### config.mk
export PLATFORM = sky130hd
export DESIGN_NAME = printf_to_brace_format_translator_flat
export DESIGN_NICKNAME = d
export VERILOG_FILES = /design/src/design/pftb_pkg.sv /design/src/design/pftb_in_if.sv /design/src/design/pftb_out_if.sv /design/src/design/pftb_decode.sv /design/src/design/printf_to_brace_format_translator.sv /design/src/flat_wrapper.sv
export SDC_FILE = /design/constraint.sdc
export NUM_CORES = 1
export LEC_CHECK = 0
export ABC_AREA = 0
export ABC_CLOCK_PERIOD_IN_PS = 6600
export BUFFER_PORTS_ARGS = -buffer_cell sky130_fd_sc_hd__buf_2
export CELL_PAD_IN_SITES_DETAIL_PLACEMENT = 1
export CELL_PAD_IN_SITES_GLOBAL_PLACEMENT = 2
export CORE_MARGIN = 4
export CORE_UTILIZATION = 40
export CTS_CLUSTER_SIZE = 8
export DETAILED_ROUTE_END_ITERATION = 10
export HOLD_SLACK_MARGIN = 0.03
export PLACE_DENSITY_LB_ADDON = 0.1
export SYNTH_ARGS = -nofsm -noshare
export SYNTH_HDL_FRONTEND = slang
export SYNTH_HIERARCHICAL = 1
export SYNTH_SLANG_ARGS = --single-unit
### constraint.sdc
create_clock -name clk_i -period 6.6 [get_ports clk_i]
set_input_delay 0 -clock clk_i [delete_from_list [all_inputs] [get_ports clk_i]]
set_output_delay 0 -clock clk_i [all_outputs]
set_load 0.02 [all_outputs]
### src/design/pftb_pkg.sv
// ----------------------------------------------------------------------------
// pftb_pkg
// Types, constants and helpers shared by the printf to brace format
// translator.
// ----------------------------------------------------------------------------
package pftb_pkg;

  localparam int unsigned PFTB_MAX_PARAM_DEF = 30;

  typedef logic [20:0] cp_t;

  typedef enum logic [2:0] {
    P_LIT,
    P_FLAGS,
    P_WIDTH,
    P_PREC,
    P_PREC_VAL,
    P_SPEC
  } parse_e;

  typedef enum logic [2:0] {
    ERR_NONE,
    ERR_FLAG,
    ERR_WIDTH,
    ERR_SPEC,
    ERR_UNEXP,
    ERR_INCOMPLETE,
    ERR_TOO_LONG
  } err_e;

  typedef enum logic [1:0] {
    ACT_NONE,
    ACT_CHAR,
    ACT_BRACE2,
    ACT_FLUSH
  } act_e;

  typedef enum logic [1:0] {
    T_IDLE,
    T_DRAIN,
    T_TAIL
  } top_e;

  typedef struct packed {
    act_e       kind;
    cp_t        ch;
    logic [7:0] tail0;
    logic [7:0] tail1;
    logic       tail_two;
    logic       open;
    logic       push;
    logic [7:0] push_char;
    logic       clear;
    parse_e     state;
    err_e       err;
  } act_t;

  localparam logic [7:0] CH_PERCENT = 8'h25;
  localparam logic [7:0] CH_LBRACE  = 8'h7B;
  localparam logic [7:0] CH_RBRACE  = 8'h7D;
  localparam logic [7:0] CH_LT      = 8'h3C;

  function automatic logic cp_is(input cp_t c, input logic [7:0] ch);
    return c == {13'd0, ch};
  endfunction

  function automatic logic cp_digit(input cp_t c);
    return (c >= cp_t'(8'h30)) && (c <= cp_t'(8'h39));
  endfunction

endpackage

### src/design/pftb_in_if.sv
// ----------------------------------------------------------------------------
// pftb_in_if
// Input channel: one format string codepoint per item.
// ----------------------------------------------------------------------------
interface pftb_in_if;
  logic        valid;
  logic        ready;
  logic [20:0] codepoint;
  logic        end_of_string;

  modport source (output valid, output codepoint, output end_of_string, input ready);
  modport sink (input valid, input codepoint, input end_of_string, output ready);
endinterface

### src/design/pftb_out_if.sv
// ----------------------------------------------------------------------------
// pftb_out_if
// Output channel: one translated character or status word per item.
// ----------------------------------------------------------------------------
interface pftb_out_if;
  logic        valid;
  logic        ready;
  logic [20:0] out_char;
  logic        out_valid;
  logic        run_last;
  logic [2:0]  error_code;

  modport source (output valid, output out_char, output out_valid, output run_last,
                  output error_code, input ready);
  modport sink (input valid, input out_char, input out_valid, input run_last,
                input error_code, output ready);
endinterface

### src/design/pftb_decode.sv
// ----------------------------------------------------------------------------
// pftb_decode
// Classifies one codepoint against the parser state and returns the action
// to take: what to emit, what to buffer and the next parser state.
// ----------------------------------------------------------------------------
module pftb_decode
  import pftb_pkg::*;
#(
  parameter int unsigned MAX_PARAM_CHARS = PFTB_MAX_PARAM_DEF,
  localparam int unsigned LW = $clog2(MAX_PARAM_CHARS + 1)
) (
  input  cp_t           cp_i,
  input  logic          eos_i,
  input  parse_e        state_i,
  input  logic [LW-1:0] len_i,
  input  err_e          err_i,
  output act_t          act_o
);

  parse_e     s;
  logic       done;
  logic       want_push;
  logic [7:0] pch;
  act_t       act;

  always_comb begin
    act           = '0;
    act.kind      = ACT_NONE;
    act.state     = state_i;
    act.err       = err_i;
    s             = state_i;
    done          = 1'b0;
    want_push     = 1'b0;
    pch           = cp_i[7:0];

    if (err_i == ERR_NONE) begin
      if (state_i == P_LIT) begin
        if (cp_is(cp_i, CH_PERCENT)) begin
          act.open  = 1'b1;
          act.state = P_FLAGS;
        end else if (cp_is(cp_i, CH_LBRACE)) begin
          act.kind  = ACT_BRACE2;
          act.ch    = cp_t'(CH_LBRACE);
          act.tail0 = CH_LBRACE;
        end else begin
          act.kind = ACT_CHAR;
          act.ch   = cp_i;
        end
      end else begin
        if (s == P_FLAGS) begin
          if (cp_is(cp_i, "-")) begin
            want_push = 1'b1;
            pch       = CH_LT;
            done      = 1'b1;
          end else if (cp_is(cp_i, "+") || cp_is(cp_i, "0") || cp_is(cp_i, "#")) begin
            want_push = 1'b1;
            done      = 1'b1;
          end else if (cp_is(cp_i, " ")) begin
            act.err = ERR_FLAG;
            done    = 1'b1;
          end else begin
            s = P_WIDTH;
          end
        end
        if (!done && s == P_WIDTH) begin
          if (cp_digit(cp_i)) begin
            act.state = P_WIDTH;
            want_push = 1'b1;
            done      = 1'b1;
          end else if (cp_is(cp_i, "*")) begin
            act.err = ERR_WIDTH;
            done    = 1'b1;
          end else begin
            s = P_PREC;
          end
        end
        if (!done && s == P_PREC) begin
          if (cp_is(cp_i, ".")) begin
            act.state = P_PREC_VAL;
            want_push = 1'b1;
            done      = 1'b1;
          end else begin
            s = P_SPEC;
          end
        end
        if (!done && s == P_PREC_VAL) begin
          if (cp_digit(cp_i)) begin
            act.state = P_PREC_VAL;
            want_push = 1'b1;
            done      = 1'b1;
          end else begin
            s = P_SPEC;
          end
        end
        if (!done) begin
          act.state = s;
          if (cp_is(cp_i, "h") || cp_is(cp_i, "l") || cp_is(cp_i, "j") ||
              cp_is(cp_i, "z") || cp_is(cp_i, "t") || cp_is(cp_i, "L")) begin
            act.kind = ACT_NONE;
          end else if (cp_is(cp_i, CH_PERCENT) && len_i == LW'(1)) begin
            act.kind  = ACT_CHAR;
            act.ch    = cp_t'(CH_PERCENT);
            act.clear = 1'b1;
            act.state = P_LIT;
          end else if (cp_is(cp_i, "c") || cp_is(cp_i, "o") || cp_is(cp_i, "x") ||
                       cp_is(cp_i, "X") || cp_is(cp_i, "e") || cp_is(cp_i, "E")) begin
            act.kind     = ACT_FLUSH;
            act.tail0    = cp_i[7:0];
            act.tail1    = CH_RBRACE;
            act.tail_two = 1'b1;
            act.state    = P_LIT;
          end else if (cp_is(cp_i, "f") || cp_is(cp_i, "F")) begin
            act.kind     = ACT_FLUSH;
            act.tail0    = "f";
            act.tail1    = CH_RBRACE;
            act.tail_two = 1'b1;
            act.state    = P_LIT;
          end else if (cp_is(cp_i, "d") || cp_is(cp_i, "i") || cp_is(cp_i, "u")) begin
            act.kind     = ACT_FLUSH;
            act.tail0    = "d";
            act.tail1    = CH_RBRACE;
            act.tail_two = 1'b1;
            act.state    = P_LIT;
          end else if (cp_is(cp_i, "s")) begin
            act.kind  = ACT_FLUSH;
            act.tail0 = CH_RBRACE;
            act.state = P_LIT;
          end else if (cp_is(cp_i, "a") || cp_is(cp_i, "A") || cp_is(cp_i, "g") ||
                       cp_is(cp_i, "G") || cp_is(cp_i, "n") || cp_is(cp_i, "p")) begin
            act.err = ERR_SPEC;
          end else begin
            act.err = ERR_UNEXP;
          end
        end
        if (want_push) begin
          if (len_i >= LW'(MAX_PARAM_CHARS)) begin
            act.err = ERR_TOO_LONG;
          end else begin
            act.push      = 1'b1;
            act.push_char = pch;
          end
        end
      end
    end

    if (eos_i && act.err == ERR_NONE && act.state != P_LIT) begin
      act.err = ERR_INCOMPLETE;
    end
    act_o = act;
  end

endmodule

### src/design/printf_to_brace_format_translator.sv
// ----------------------------------------------------------------------------
// printf_to_brace_format_translator
// Streams a printf-style format string in and brace-style format text out.
// ----------------------------------------------------------------------------
// A plain codepoint gives one result item; a literal '{' gives two result
// items. A conversion specifier gives L + T result items, where L is the
// length of the buffered parameter text (starting with its '{') and T is one
// or two tail characters: the buffer is a memory with one read port, read
// one character per cycle while the sink takes every item, and no new item
// is taken until the tail is out. An item that emits nothing gives one
// status item.
// ----------------------------------------------------------------------------
module printf_to_brace_format_translator
  import pftb_pkg::*;
#(
  parameter int unsigned MAX_PARAM_CHARS = PFTB_MAX_PARAM_DEF
) (
  input  logic        clk_i,
  input  logic        rst_ni,
  pftb_in_if.sink     in_i,
  pftb_out_if.source  out_o
);

  localparam int unsigned LW = $clog2(MAX_PARAM_CHARS + 1);
  localparam int unsigned AW = $clog2(MAX_PARAM_CHARS);

  top_e          tst_q, tst_d;
  parse_e        pstate_q;
  logic [LW-1:0] len_q;
  err_e          err_q;
  err_e          item_err_q;
  logic [AW-1:0] idx_q;
  logic [AW-1:0] last_q;
  logic [7:0]    tail0_q, tail1_q;
  logic          tail_two_q;
  logic          tidx_q;

  logic [7:0]    mem [MAX_PARAM_CHARS];
  logic [7:0]    rdata_q;
  logic          rd_en;
  logic [AW-1:0] rd_addr;
  logic          we;
  logic [AW-1:0] wa;
  logic [7:0]    wd;

  logic          out_vld_q;
  cp_t           out_char_q;
  logic          out_ov_q;
  logic          out_last_q;
  err_e          out_err_q;

  logic          load_ok;
  logic          accept;
  logic          out_load;
  cp_t           out_char_d;
  logic          out_ov_d;
  logic          out_last_d;
  err_e          out_err_d;
  act_t          act;

  pftb_decode #(
    .MAX_PARAM_CHARS(MAX_PARAM_CHARS)
  ) u_decode (
    .cp_i   (in_i.codepoint),
    .eos_i  (in_i.end_of_string),
    .state_i(pstate_q),
    .len_i  (len_q),
    .err_i  (err_q),
    .act_o  (act)
  );

  assign load_ok    = !out_vld_q || out_o.ready;
  assign in_i.ready = (tst_q == T_IDLE) && load_ok;
  assign accept     = in_i.valid && in_i.ready;

  always_comb begin
    tst_d = tst_q;
    unique case (tst_q)
      T_IDLE: begin
        if (accept && act.kind == ACT_BRACE2) begin
          tst_d = T_TAIL;
        end else if (accept && act.kind == ACT_FLUSH) begin
          tst_d = T_DRAIN;
        end
      end
      T_DRAIN: begin
        if (load_ok && idx_q == last_q) begin
          tst_d = T_TAIL;
        end
      end
      T_TAIL: begin
        if (load_ok && tidx_q == tail_two_q) begin
          tst_d = T_IDLE;
        end
      end
      default: tst_d = T_IDLE;
    endcase
  end

  always_comb begin
    out_load   = 1'b0;
    out_char_d = '0;
    out_ov_d   = 1'b0;
    out_last_d = 1'b0;
    out_err_d  = item_err_q;
    rd_en      = 1'b0;
    rd_addr    = '0;
    we         = accept && (act.open || act.push);
    wa         = act.open ? '0 : len_q[AW-1:0];
    wd         = act.open ? CH_LBRACE : act.push_char;
    unique case (tst_q)
      T_IDLE: begin
        out_err_d = act.err;
        if (accept) begin
          unique case (act.kind)
            ACT_NONE: begin
              out_load   = 1'b1;
              out_last_d = 1'b1;
            end
            ACT_CHAR: begin
              out_load   = 1'b1;
              out_char_d = act.ch;
              out_ov_d   = 1'b1;
              out_last_d = 1'b1;
            end
            ACT_BRACE2: begin
              out_load   = 1'b1;
              out_char_d = act.ch;
              out_ov_d   = 1'b1;
            end
            ACT_FLUSH: begin
              rd_en = 1'b1;
            end
            default: out_load = 1'b0;
          endcase
        end
      end
      T_DRAIN: begin
        if (load_ok) begin
          out_load   = 1'b1;
          out_char_d = cp_t'(rdata_q);
          out_ov_d   = 1'b1;
          rd_en      = (idx_q != last_q);
          rd_addr    = idx_q + AW'(1);
        end
      end
      T_TAIL: begin
        if (load_ok) begin
          out_load   = 1'b1;
          out_char_d = cp_t'(tidx_q ? tail1_q : tail0_q);
          out_ov_d   = 1'b1;
          out_last_d = (tidx_q == tail_two_q);
        end
      end
      default: out_load = 1'b0;
    endcase
  end

  always_ff @(posedge clk_i) begin
    if (we) begin
      mem[wa] <= wd;
    end
  end

  always_ff @(posedge clk_i) begin
    if (rd_en) begin
      rdata_q <= mem[rd_addr];
    end
  end

  always_ff @(posedge clk_i or negedge rst_ni) begin
    if (!rst_ni) begin
      tst_q      <= T_IDLE;
      pstate_q   <= P_LIT;
      len_q      <= '0;
      err_q      <= ERR_NONE;
      item_err_q <= ERR_NONE;
      idx_q      <= '0;
      tidx_q     <= 1'b0;
      out_vld_q  <= 1'b0;
    end else begin
      tst_q <= tst_d;
      if (accept) begin
        item_err_q <= act.err;
        idx_q      <= '0;
        tidx_q     <= 1'b0;
        if (in_i.end_of_string) begin
          pstate_q <= P_LIT;
          len_q    <= '0;
          err_q    <= ERR_NONE;
        end else begin
          pstate_q <= act.state;
          err_q    <= act.err;
          if (act.open) begin
            len_q <= LW'(1);
          end else if (act.push) begin
            len_q <= len_q + LW'(1);
          end else if (act.clear || act.kind == ACT_FLUSH) begin
            len_q <= '0;
          end
        end
      end else if (tst_q == T_DRAIN && load_ok) begin
        idx_q <= idx_q + AW'(1);
      end else if (tst_q == T_TAIL && load_ok && tidx_q != tail_two_q) begin
        tidx_q <= 1'b1;
      end
      if (out_load) begin
        out_vld_q <= 1'b1;
      end else if (out_o.ready) begin
        out_vld_q <= 1'b0;
      end
    end
  end

  always_ff @(posedge clk_i) begin
    if (accept) begin
      tail0_q    <= act.tail0;
      tail1_q    <= act.tail1;
      tail_two_q <= act.tail_two;
      last_q     <= AW'(len_q - LW'(1));
    end
    if (out_load) begin
      out_char_q <= out_char_d;
      out_ov_q   <= out_ov_d;
      out_last_q <= out_last_d;
      out_err_q  <= out_err_d;
    end
  end

  assign out_o.valid      = out_vld_q;
  assign out_o.out_char   = out_char_q;
  assign out_o.out_valid  = out_ov_q;
  assign out_o.run_last   = out_last_q;
  assign out_o.error_code = out_err_q;

endmodule

### src/flat_wrapper.sv
// flat-port wrapper written by rule: the top's interface ports become plain ports
module printf_to_brace_format_translator_flat import pftb_pkg::*;
#(
  parameter int unsigned MAX_PARAM_CHARS = PFTB_MAX_PARAM_DEF
)
  (clk_i, rst_ni, in_i_valid, in_i_codepoint, in_i_end_of_string, in_i_ready, out_o_valid, out_o_out_char, out_o_out_valid, out_o_run_last, out_o_error_code, out_o_ready);
  pftb_in_if in_i_i ();
  pftb_out_if out_o_i ();
  input  logic clk_i;
  input  logic rst_ni;
  input wire logic [$bits(in_i_i.valid)-1:0] in_i_valid;
  input wire logic [$bits(in_i_i.codepoint)-1:0] in_i_codepoint;
  input wire logic [$bits(in_i_i.end_of_string)-1:0] in_i_end_of_string;
  output wire logic [$bits(in_i_i.ready)-1:0] in_i_ready;
  output wire logic [$bits(out_o_i.valid)-1:0] out_o_valid;
  output wire logic [$bits(out_o_i.out_char)-1:0] out_o_out_char;
  output wire logic [$bits(out_o_i.out_valid)-1:0] out_o_out_valid;
  output wire logic [$bits(out_o_i.run_last)-1:0] out_o_run_last;
  output wire logic [$bits(out_o_i.error_code)-1:0] out_o_error_code;
  input wire logic [$bits(out_o_i.ready)-1:0] out_o_ready;
  assign in_i_i.valid = in_i_valid;
  assign in_i_i.codepoint = in_i_codepoint;
  assign in_i_i.end_of_string = in_i_end_of_string;
  assign in_i_ready = in_i_i.ready;
  assign out_o_valid = out_o_i.valid;
  assign out_o_out_char = out_o_i.out_char;
  assign out_o_out_valid = out_o_i.out_valid;
  assign out_o_run_last = out_o_i.run_last;
  assign out_o_error_code = out_o_i.error_code;
  assign out_o_i.ready = out_o_ready;
  printf_to_brace_format_translator #(.MAX_PARAM_CHARS(MAX_PARAM_CHARS)) u_core (.clk_i(clk_i), .rst_ni(rst_ni), .in_i(in_i_i), .out_o(out_o_i));
endmodule
==> results of run 1 <==
==> report_power, final <==
group | switching (mW) | internal [mW]
clock network | 0.832 | 1.28
logic | 1.11 | 0.503
registers | 0.110 | 2.40
total | 2.05 | 4.19
==> logic make-up after synthesis <==
logic type	Yosys count	synth area share (%)
DFF	319	62.7
AOI/OAI and AO/OA	268	12.3
other	1	0.0249
and+or+nand+nor	410	14.3
muxes	56	4.39
xor gates and xnor gates	19	1.33
adders and majority gates	12	0.995
buffers and inverters	115	3.99
==> worst max-delay path: stages <==
cell and delay, ns:
dlygate4sd3_1 0.54, buf_2 0.13, nor4_1 0.45, nand4_1 0.53
nor3_1 0.44, a31oi_2 0.22, nor3_2 0.44, nor3b_1 0.37
nand3_1 0.61, nor2_1 0.76
==> per-layer routing <==
| metal | vias to the layer above | wire (µm) | track usage [%] | share of wire (%) |
|---|---|---|---|---|
| met5 | - | 0 | 0 | 0 |
| met4 | 0 | 994 | 5.89 | 2.2 |
| met3 | 60 | 2190 | 3.37 | 4.8 |
| met2 | 289 | 22300 | 37.3 | 49 |
| met1 | 5163 | 20200 | 29.7 | 44 |
| li1 | 4686 | - | - | - |
==> metrics by stage <==
stage | area [µm²] | hold WS, ns | power [mW] | cells
floorplan | 15100 | -0.296 | 3.65 | 1204
global placement | 15600 | 0.0713 | 4.14 | 1687
detailed placement | 15600 | 0.0685 | 4.15 | 1687
CTS | 17200 | 0.0464 | 6.29 | 1784
global route | 17200 | 0.122 | 6.53 | 1784
finish | 17200 | 0.0600 | 6.24 | 1784
==> layout make-up <==
cell class / count / share of cell area (%)
sequential: 319 / 55.2
multi-input combinational: 770 / 29.4
clock buffer: 72 / 7.28
clock inverter: 2 / 0.226
tap: 504 / 3.68
inverter: 25 / 0.547
timing repair buffer: 92 / 3.65
==> synthesized netlist by cell type, drive strengths merged (4+ instances only) <==
| master | instances | area, µm² |
|---|---|---|
| inv | 24 | 90.1 |
| a311oi | 7 | 61.3 |
| nor2 | 90 | 348 |
| a211oi | 33 | 248 |
| and4 | 4 | 35.0 |
| nand2 | 108 | 408 |
| and3 | 22 | 138 |
| o211ai | 10 | 75.1 |
| a31oi | 20 | 131 |
| edfxtp | 296 | 8890 |
| xor2 | 8 | 88.8 |
| mux4 | 5 | 113 |
| a22oi | 4 | 30.0 |
| o221ai | 6 | 70.1 |
| a221oi | 9 | 78.8 |
| o31ai | 11 | 82.6 |
| a222oi | 9 | 90.1 |
| nor4b | 4 | 35.0 |
| xnor2 | 11 | 111 |
| or2 | 7 | 43.8 |
| mux2 | 32 | 360 |
| a21oi | 38 | 194 |
| a21boi | 6 | 45.0 |
| nor4 | 14 | 93.8 |
| nand4 | 4 | 25.0 |
| and2 | 35 | 221 |
| o22ai | 28 | 175 |
| ha | 12 | 150 |
| nand2b | 14 | 90.1 |
| o21ai | 53 | 269 |
| or3 | 9 | 56.3 |
| nand3 | 23 | 133 |
| mux2i | 19 | 190 |
| nand3b | 7 | 52.6 |
| nor3 | 29 | 171 |
| nor2b | 19 | 119 |
| clkbuf | 30 | 113 |
| buf | 60 | 395 |
| dfrtp | 23 | 576 |
| nor3b | 6 | 45.0 |
==> repair_timing <==
action | 4_1_cts | 5_1_grt
endpoints found under the hold margin | 52 | 0
hold buffers | 23 | 0
buffers inserted | 0 | 0
==> how the worst max path moves through the flow <==
stage	start	end	depth (start not counted)
finish	in_i_codepoint[9]	u_core/mem[23][3]	10
floorplan	u_core/pstate_q[0]	u_core/out_o.error_code[0]	9
detailed placement	in_i_codepoint[16]	u_core/mem[23][3]	9
CTS	in_i_codepoint[16]	u_core/mem[23][3]	10
global route	in_i_codepoint[16]	u_core/mem[25][1]	10
global placement	in_i_codepoint[8]	u_core/mem[2][5]	9
==> layout by cell type, fill, tap and decap left out, drive strengths merged, types with 5 or more instances in the layout <==
master,netlist,routed
a211oi,33,33
a21boi,6,6
a21oi,38,38
a221oi,9,9
a222oi,9,9
a311oi,7,7
a31oi,20,20
and2,35,35
and3,22,22
buf,60,70
clkbuf,30,72
conb,1,5
dfrtp,23,23
dlygate4sd3,0,22
edfxtp,296,296
ha,12,12
inv,24,25
mux2,32,32
mux2i,19,19
mux4,5,5
nand2,108,108
nand2b,14,14
nand3,23,23
nand3b,7,7
nor2,90,90
nor2b,19,19
nor3,29,29
nor3b,6,6
nor4,14,14
o211ai,10,10
o21ai,53,53
o221ai,6,6
o22ai,28,28
o31ai,11,11
or2,7,7
or3,9,9
xnor2,11,11
xor2,8,8
==> registers in the layout, indices dropped and copies added, names as in the netlist, 5 cells and up <==
name and flops:
u_core/tail1_q 8, u_core/out_o.out_char 21, u_core/len_q 5, u_core/tail0_q 8, u_core/idx_q 5, u_core/last_q 5, u_core/rdata_q 8, u_core/mem 240
==> flow_summary_export.csv, run 1 <==
group,metric,value,unit
outcome,status,"finished with violations",
outcome,violations,"slew limit",
critical_path,cp-end-kind,"register",
die,die_width,202,µm
clocking,clk_latency,0.57,ns
finish,syn2layout_area_growth,13.7,%
timing,drv_slew,31,
die,core_area,36900,µm²
yosys,ys_async_sr_fraction,7.21,%
clocking,clk_pin_slew,0.05,ns
timing,worstMarginPinSlew,3.31,ns
timing,period_share,65.2,%
pwr,vdd_drop_max,219,µV
yosys,syn_area_per_cell,12.6,µm²
routing,routed_wl,45700,µm
routing,vias,10198,
critical_path,critPathRequiredTime,6.79,ns
yosys,yosys_register_bits,319,
routing,drt_iter0_drc,653,
clocking,clockRootBuffer,"clkbuf_16",
pwr,p_per_area,363,nW/µm²
min_path,min_from,"in_i_codepoint[7]",
yosys,synth_ff_type,"edfxtp_1",
min_path,hold_class,"input pin to register",
clocking,cts_tree,"done",
timing,worst_slack,2.29,ns
routing,via_per_inst,5.72,
clocking,post_cts_resized,0,
critical_path,rr_worst_depth,9,
clocking,cts_buffer_depth,3,
timing,timing.setup.tns,0,ns
routing,routedWlPerCell,25.6,µm
clocking,clock-sinks,319,
pwr,power.leakage,6.15,nW
critical_path,cp_data_arrival_time,4.50,ns
finish,fin_util,46.5,%
clocking,h-tree-depth,2,
placed_design,dpl.hpwl,29600,µm
timing,fin_crit,4.31,ns
die,io_pins,54,
min_path,hold_depth,4,
finish,multi_input_area,5050,µm²
global_route,grt_pass1_wl,68300,µm
global_route,grt_pass1_vias,10480,
finish,fin_nets,1291,
placed_design,routabilityCongestion,0.848,
routing,firstDrtPassIters,8,
global_route,grt_max_degree,64,
die,start_util,40.9,%
clocking,numCtsBuffers,45,
timing,finClkSkew,0.0246,ns
finish,fill_cells,3775,
routing,antenna_left,0,
timing,maxSlewHeadroom,-121,%
placed_design,io_buffers,53,
critical_path,r2r-start,"u_core/pstate_q[0]",
flow_run,maxCapViolations,0,
global_route,antenna_found_initial,0,
die,rows,70,
critical_path,cp_max_fo,8,
global_route,overflow,0,
critical_path,path_class,"input pin to register",
finish,layout-drive-gt1-share,15.1,%
timing,rsz0062_at_grt,"false",
routing,route.detailed.drc,0,
timing,finalSetupViolCount,0,
min_path,min_to,"u_core/out_o.out_char[7]",
yosys,synth_area,15100,µm²
die,die_area,40900,µm²
yosys,synthDistinctLibCells,95,
timing,fmax,232,MHz
finish,n_antenna_cell,0,
yosys,ys_seq_area_share,62.7,%
yosys,syn_inst,1200,
critical_path,r2r_end,"u_core/mem[23][3]",
yosys,synth_edf_count,296,
die,die_h,202,µm
yosys,synth_warnings,6,
global_route,grt_usage,22.0,%
timing,hold_viol_final,0,
critical_path,start_kind,"input pin",
placed_design,pre_cts_slack,2.32,ns
critical_path,r2r_slack,2.31,ns
finish,regArea,9470,µm²
(Power assumes the default switching activity.)
==> run 2: changes to the inputs <==
Settings changed: ABC_AREA 0 to 1, ABC_CLOCK_PERIOD_IN_PS 6600 to 4150.
Clock period 6.6 ns to 4.15 ns, I/O delays scaled along.
==> run 2 against run 1 <==
Compared with the run above:
- the run still ends with slew limit left
- sequential share of layout area down 4.1 points
- clock skew up 0.0037 ns
- global-route usage up 0.62 points
- count of clock-buffer cells in the layout down 9
- register-to-register slack worse by 1.9 ns
- synthesized cell count up 44%
- synthesized area up 6.3%
- first-iteration DRC count up 36%
- highest routed layer unchanged
- largest power group unchanged
- critical path depth up 2
- routed wire length up 9.0%
- utilization up 0.16 points
- non-clock buffer count up 39
==> flow_summary_export.csv, run 2 <==
group,metric,value,unit
critical_path,crit_buf_inv,5,
yosys,yosys_register_bits,319,
timing,whs,0.132,ns
yosys,syn_inst,1722,
yosys,synth_warnings,6,
routing,vias,12305,
finish,regArea,9460,µm²
finish,fill_cells,4544,
yosys,synthMostInstantiatedCell,"nand2_1",
yosys,synth_area,16000,µm²
die,die_h,208,µm
finish,n_antenna_cell,0,
pwr,power.total,11.0,mW
timing,fmax,270,MHz
clocking,numCtsBuffers,46,
global_route,grt_max_degree,85,
timing,period_share,89.3,%
critical_path,start_kind,"register",
placed_design,io_buffers,53,
routing,routed_wl,49800,µm
clocking,clockRootBuffer,"clkbuf_16",
timing,drv_slew,31,
routing,via_per_inst,5.20,
placed_design,dpl.hpwl,32500,µm
pwr,p_per_area,593,nW/µm²
global_route,overflow,0,
yosys,yosys-top-cells-count,"nand2_1, edfxtp_1, nor2_1",
critical_path,cpPeakStageDelay,0.50,ns
critical_path,critPathRequiredTime,4.42,ns
finish,syn2layout_area_growth,15.4,%
finish,fin_nets,1861,
die,start_util,40.4,%
critical_path,cp-end-kind,"register",
finish,layout_commonest_cell,"nand2_1",
routing,route.detailed.drc,0,
finish,multi_input_area,5160,µm²
clocking,cts_tree,"done",
yosys,synth_edf_count,296,
yosys,ys_async_sr_fraction,7.21,%
pwr,power.leakage,7.85,nW
yosys,synthDistinctLibCells,47,
global_route,grt_pass1_wl,75700,µm
clocking,h-tree-depth,2,
critical_path,crit_family,"simple AND/OR/NAND/NOR gates",
routing,firstDrtPassIters,5,
critical_path,path_class,"register to register",
timing,finClkSkew,0.0283,ns
finish,largest_reg_flops,240,
critical_path,path_cells,"nor3_1, clkinv_1, buf_4, nor2_1, inv_1, o21ai_0, inv_1, ha_1, nand2_1, clkinvlp_4, nand2_1, a31oi_1",
die,die_width,208,µm
timing,rsz0062_at_grt,"false",
flow_run,maxCapViolations,0,
outcome,status,"finished with violations",
clocking,cts_buffer_depth,3,
timing,finalSetupViolCount,0,
min_path,hold_class,"input pin to register",
timing,hold_viol_final,0,
die,io_pins,54,
placed_design,routabilityCongestion,0.926,
timing,worstMarginPinSlew,2.81,ns
routing,antenna_left,0,
global_route,grt_usage,22.6,%
global_route,antenna_found_initial,1,
timing,timing.setup.tns,0,ns
die,die_area,43400,µm²
clocking,clk_latency,0.58,ns
yosys,syn_area_per_cell,9.31,µm²
routing,routedWlPerCell,21.0,µm
timing,maxSlewHeadroom,-87.9,%
critical_path,cp_max_fo,20,
clocking,clk_pin_slew,0.05,ns
die,rows,73,
finish,most-common-layout-cells,"nand2_1, edfxtp_1, nor2_1, inv_1, nand3_1",
pwr,vdd_drop_max,462,µV
routing,drt_iter0_drc,886,
die,core_area,39600,µm²
yosys,synth_ff_type,"edfxtp_1",
finish,top_register,"u_core/mem",
yosys,synth_largest_area_cell,"edfxtp_1",
critical_path,cp_data_arrival_time,3.97,ns
yosys,ys_seq_area_share,59.0,%
yosys,yosys-top-cells-area,"edfxtp_1, nand2_1, nor2_1",
global_route,grt_pass1_vias,12487,
outcome,violations,"slew limit",
timing,fin_crit,3.71,ns
yosys,synthDominantCellAreaShare,55.4,%
clocking,clock-sinks,319,
finish,layout-drive-gt1-share,13.8,%
critical_path,cpMaxStageDelayCell,"nor3_1",
run 2: cell count changes in the layout (fill, tap and decap cells not counted), sizes merged, moves of 26 or more:
| cell | previous run | this run |
|---|---|---|
| nor2 | 90 | 262 |
| a211oi | 33 | 4 |
| nand4 | 4 | 77 |
| o22ai | 28 | 2 |
| inv | 25 | 254 |
| mux2 | 32 | 0 |
| nand3 | 23 | 181 |
| nand2 | 108 | 349 |
| and2 | 35 | 0 |
| buf | 70 | 107 |
run 2: cell families after synthesis:
group	Yosys count	synth area share, %
AO/OA/AOI/OAI	134	4.89
XOR/XNOR	9	0.492
adder cells (fa/ha/maj)	12	0.936
buffers and inverters	341	8.97
flip-flops	319	59.0
other	1	0.0234
AND/OR/NAND/NOR	906	25.7
run 2: worst paths after layout:
path	from	to	slack, ns	depth (start not counted)
min in group asynchronous	rst_ni	u_core/idx_q[0]	0.49	4
setup reg to reg	u_core/err_q[2]	u_core/out_o.out_char[2]	0.44	12
setup / recovery	u_core/err_q[2]	u_core/out_o.out_char[2]	0.44	12
max in group asynchronous	rst_ni	u_core/idx_q[4]	3.50	4
hold reg to reg	u_core/err_q[0]	u_core/err_q[0]	0.53	2
hold / removal	in_i_codepoint[19]	u_core/out_o.out_char[19]	0.13	5
run 2: worst register-to-register path: cells and delay by family (launching register included):
family | cells | cell delay [ns]
adders and majority gates | 1 | 0.33
buffers and inverters | 5 | 0.96
and+or+nand+nor | 4 | 1.23
AOI/OAI and AO/OA | 2 | 0.50
DFF | 1 | 0.40
run 2: cell type report:
class / count / area share [%]
timing repair buffer: 131 / 5.19
tap: 525 / 3.55
clock buffer: 63 / 6.56
inverter: 259 / 5.30
sequential: 319 / 51.1
clock inverter: 5 / 0.365
multi-input combinational: 1066 / 27.9
run 2: routing by layer:
metal	global-route usage [%]	vias up	part of all wire, %	routed length [µm]
met5	0	-	0	0
met4	5.50	0	1.7	853
met3	3.68	59	4.9	2450
met2	35.2	268	45	22500
met1	33.4	6076	48	24000
li1	-	5902	-	-
run 2: stage by stage:
stage                     worst slack (ns)  instance area (µm²)  util, %  cells
after global placement               0.544                17000     42.8   2275
after floorplan                      0.800                16000        -   1726
after detailed placement             0.401                17000     42.8   2275
after CTS                            0.380                18500     46.7   2368
after global routing                0.0224                18500     46.7   2368
final                                0.443                18500     46.7   2368
run 2: timing repair:
item,4_1_cts,5_1_grt
setup endpoints to repair,0,1
setup buffers,0,0
endpoints found under the hold margin,52,0
gates resized for setup,0,1
hold buffers,25,0
run 2: power breakdown:
group / internal [mW] / switching (mW)
Clock: 2.02 / 1.37
Combinational: 0.984 / 2.59
Sequential: 3.87 / 0.140
Total: 6.88 / 4.10
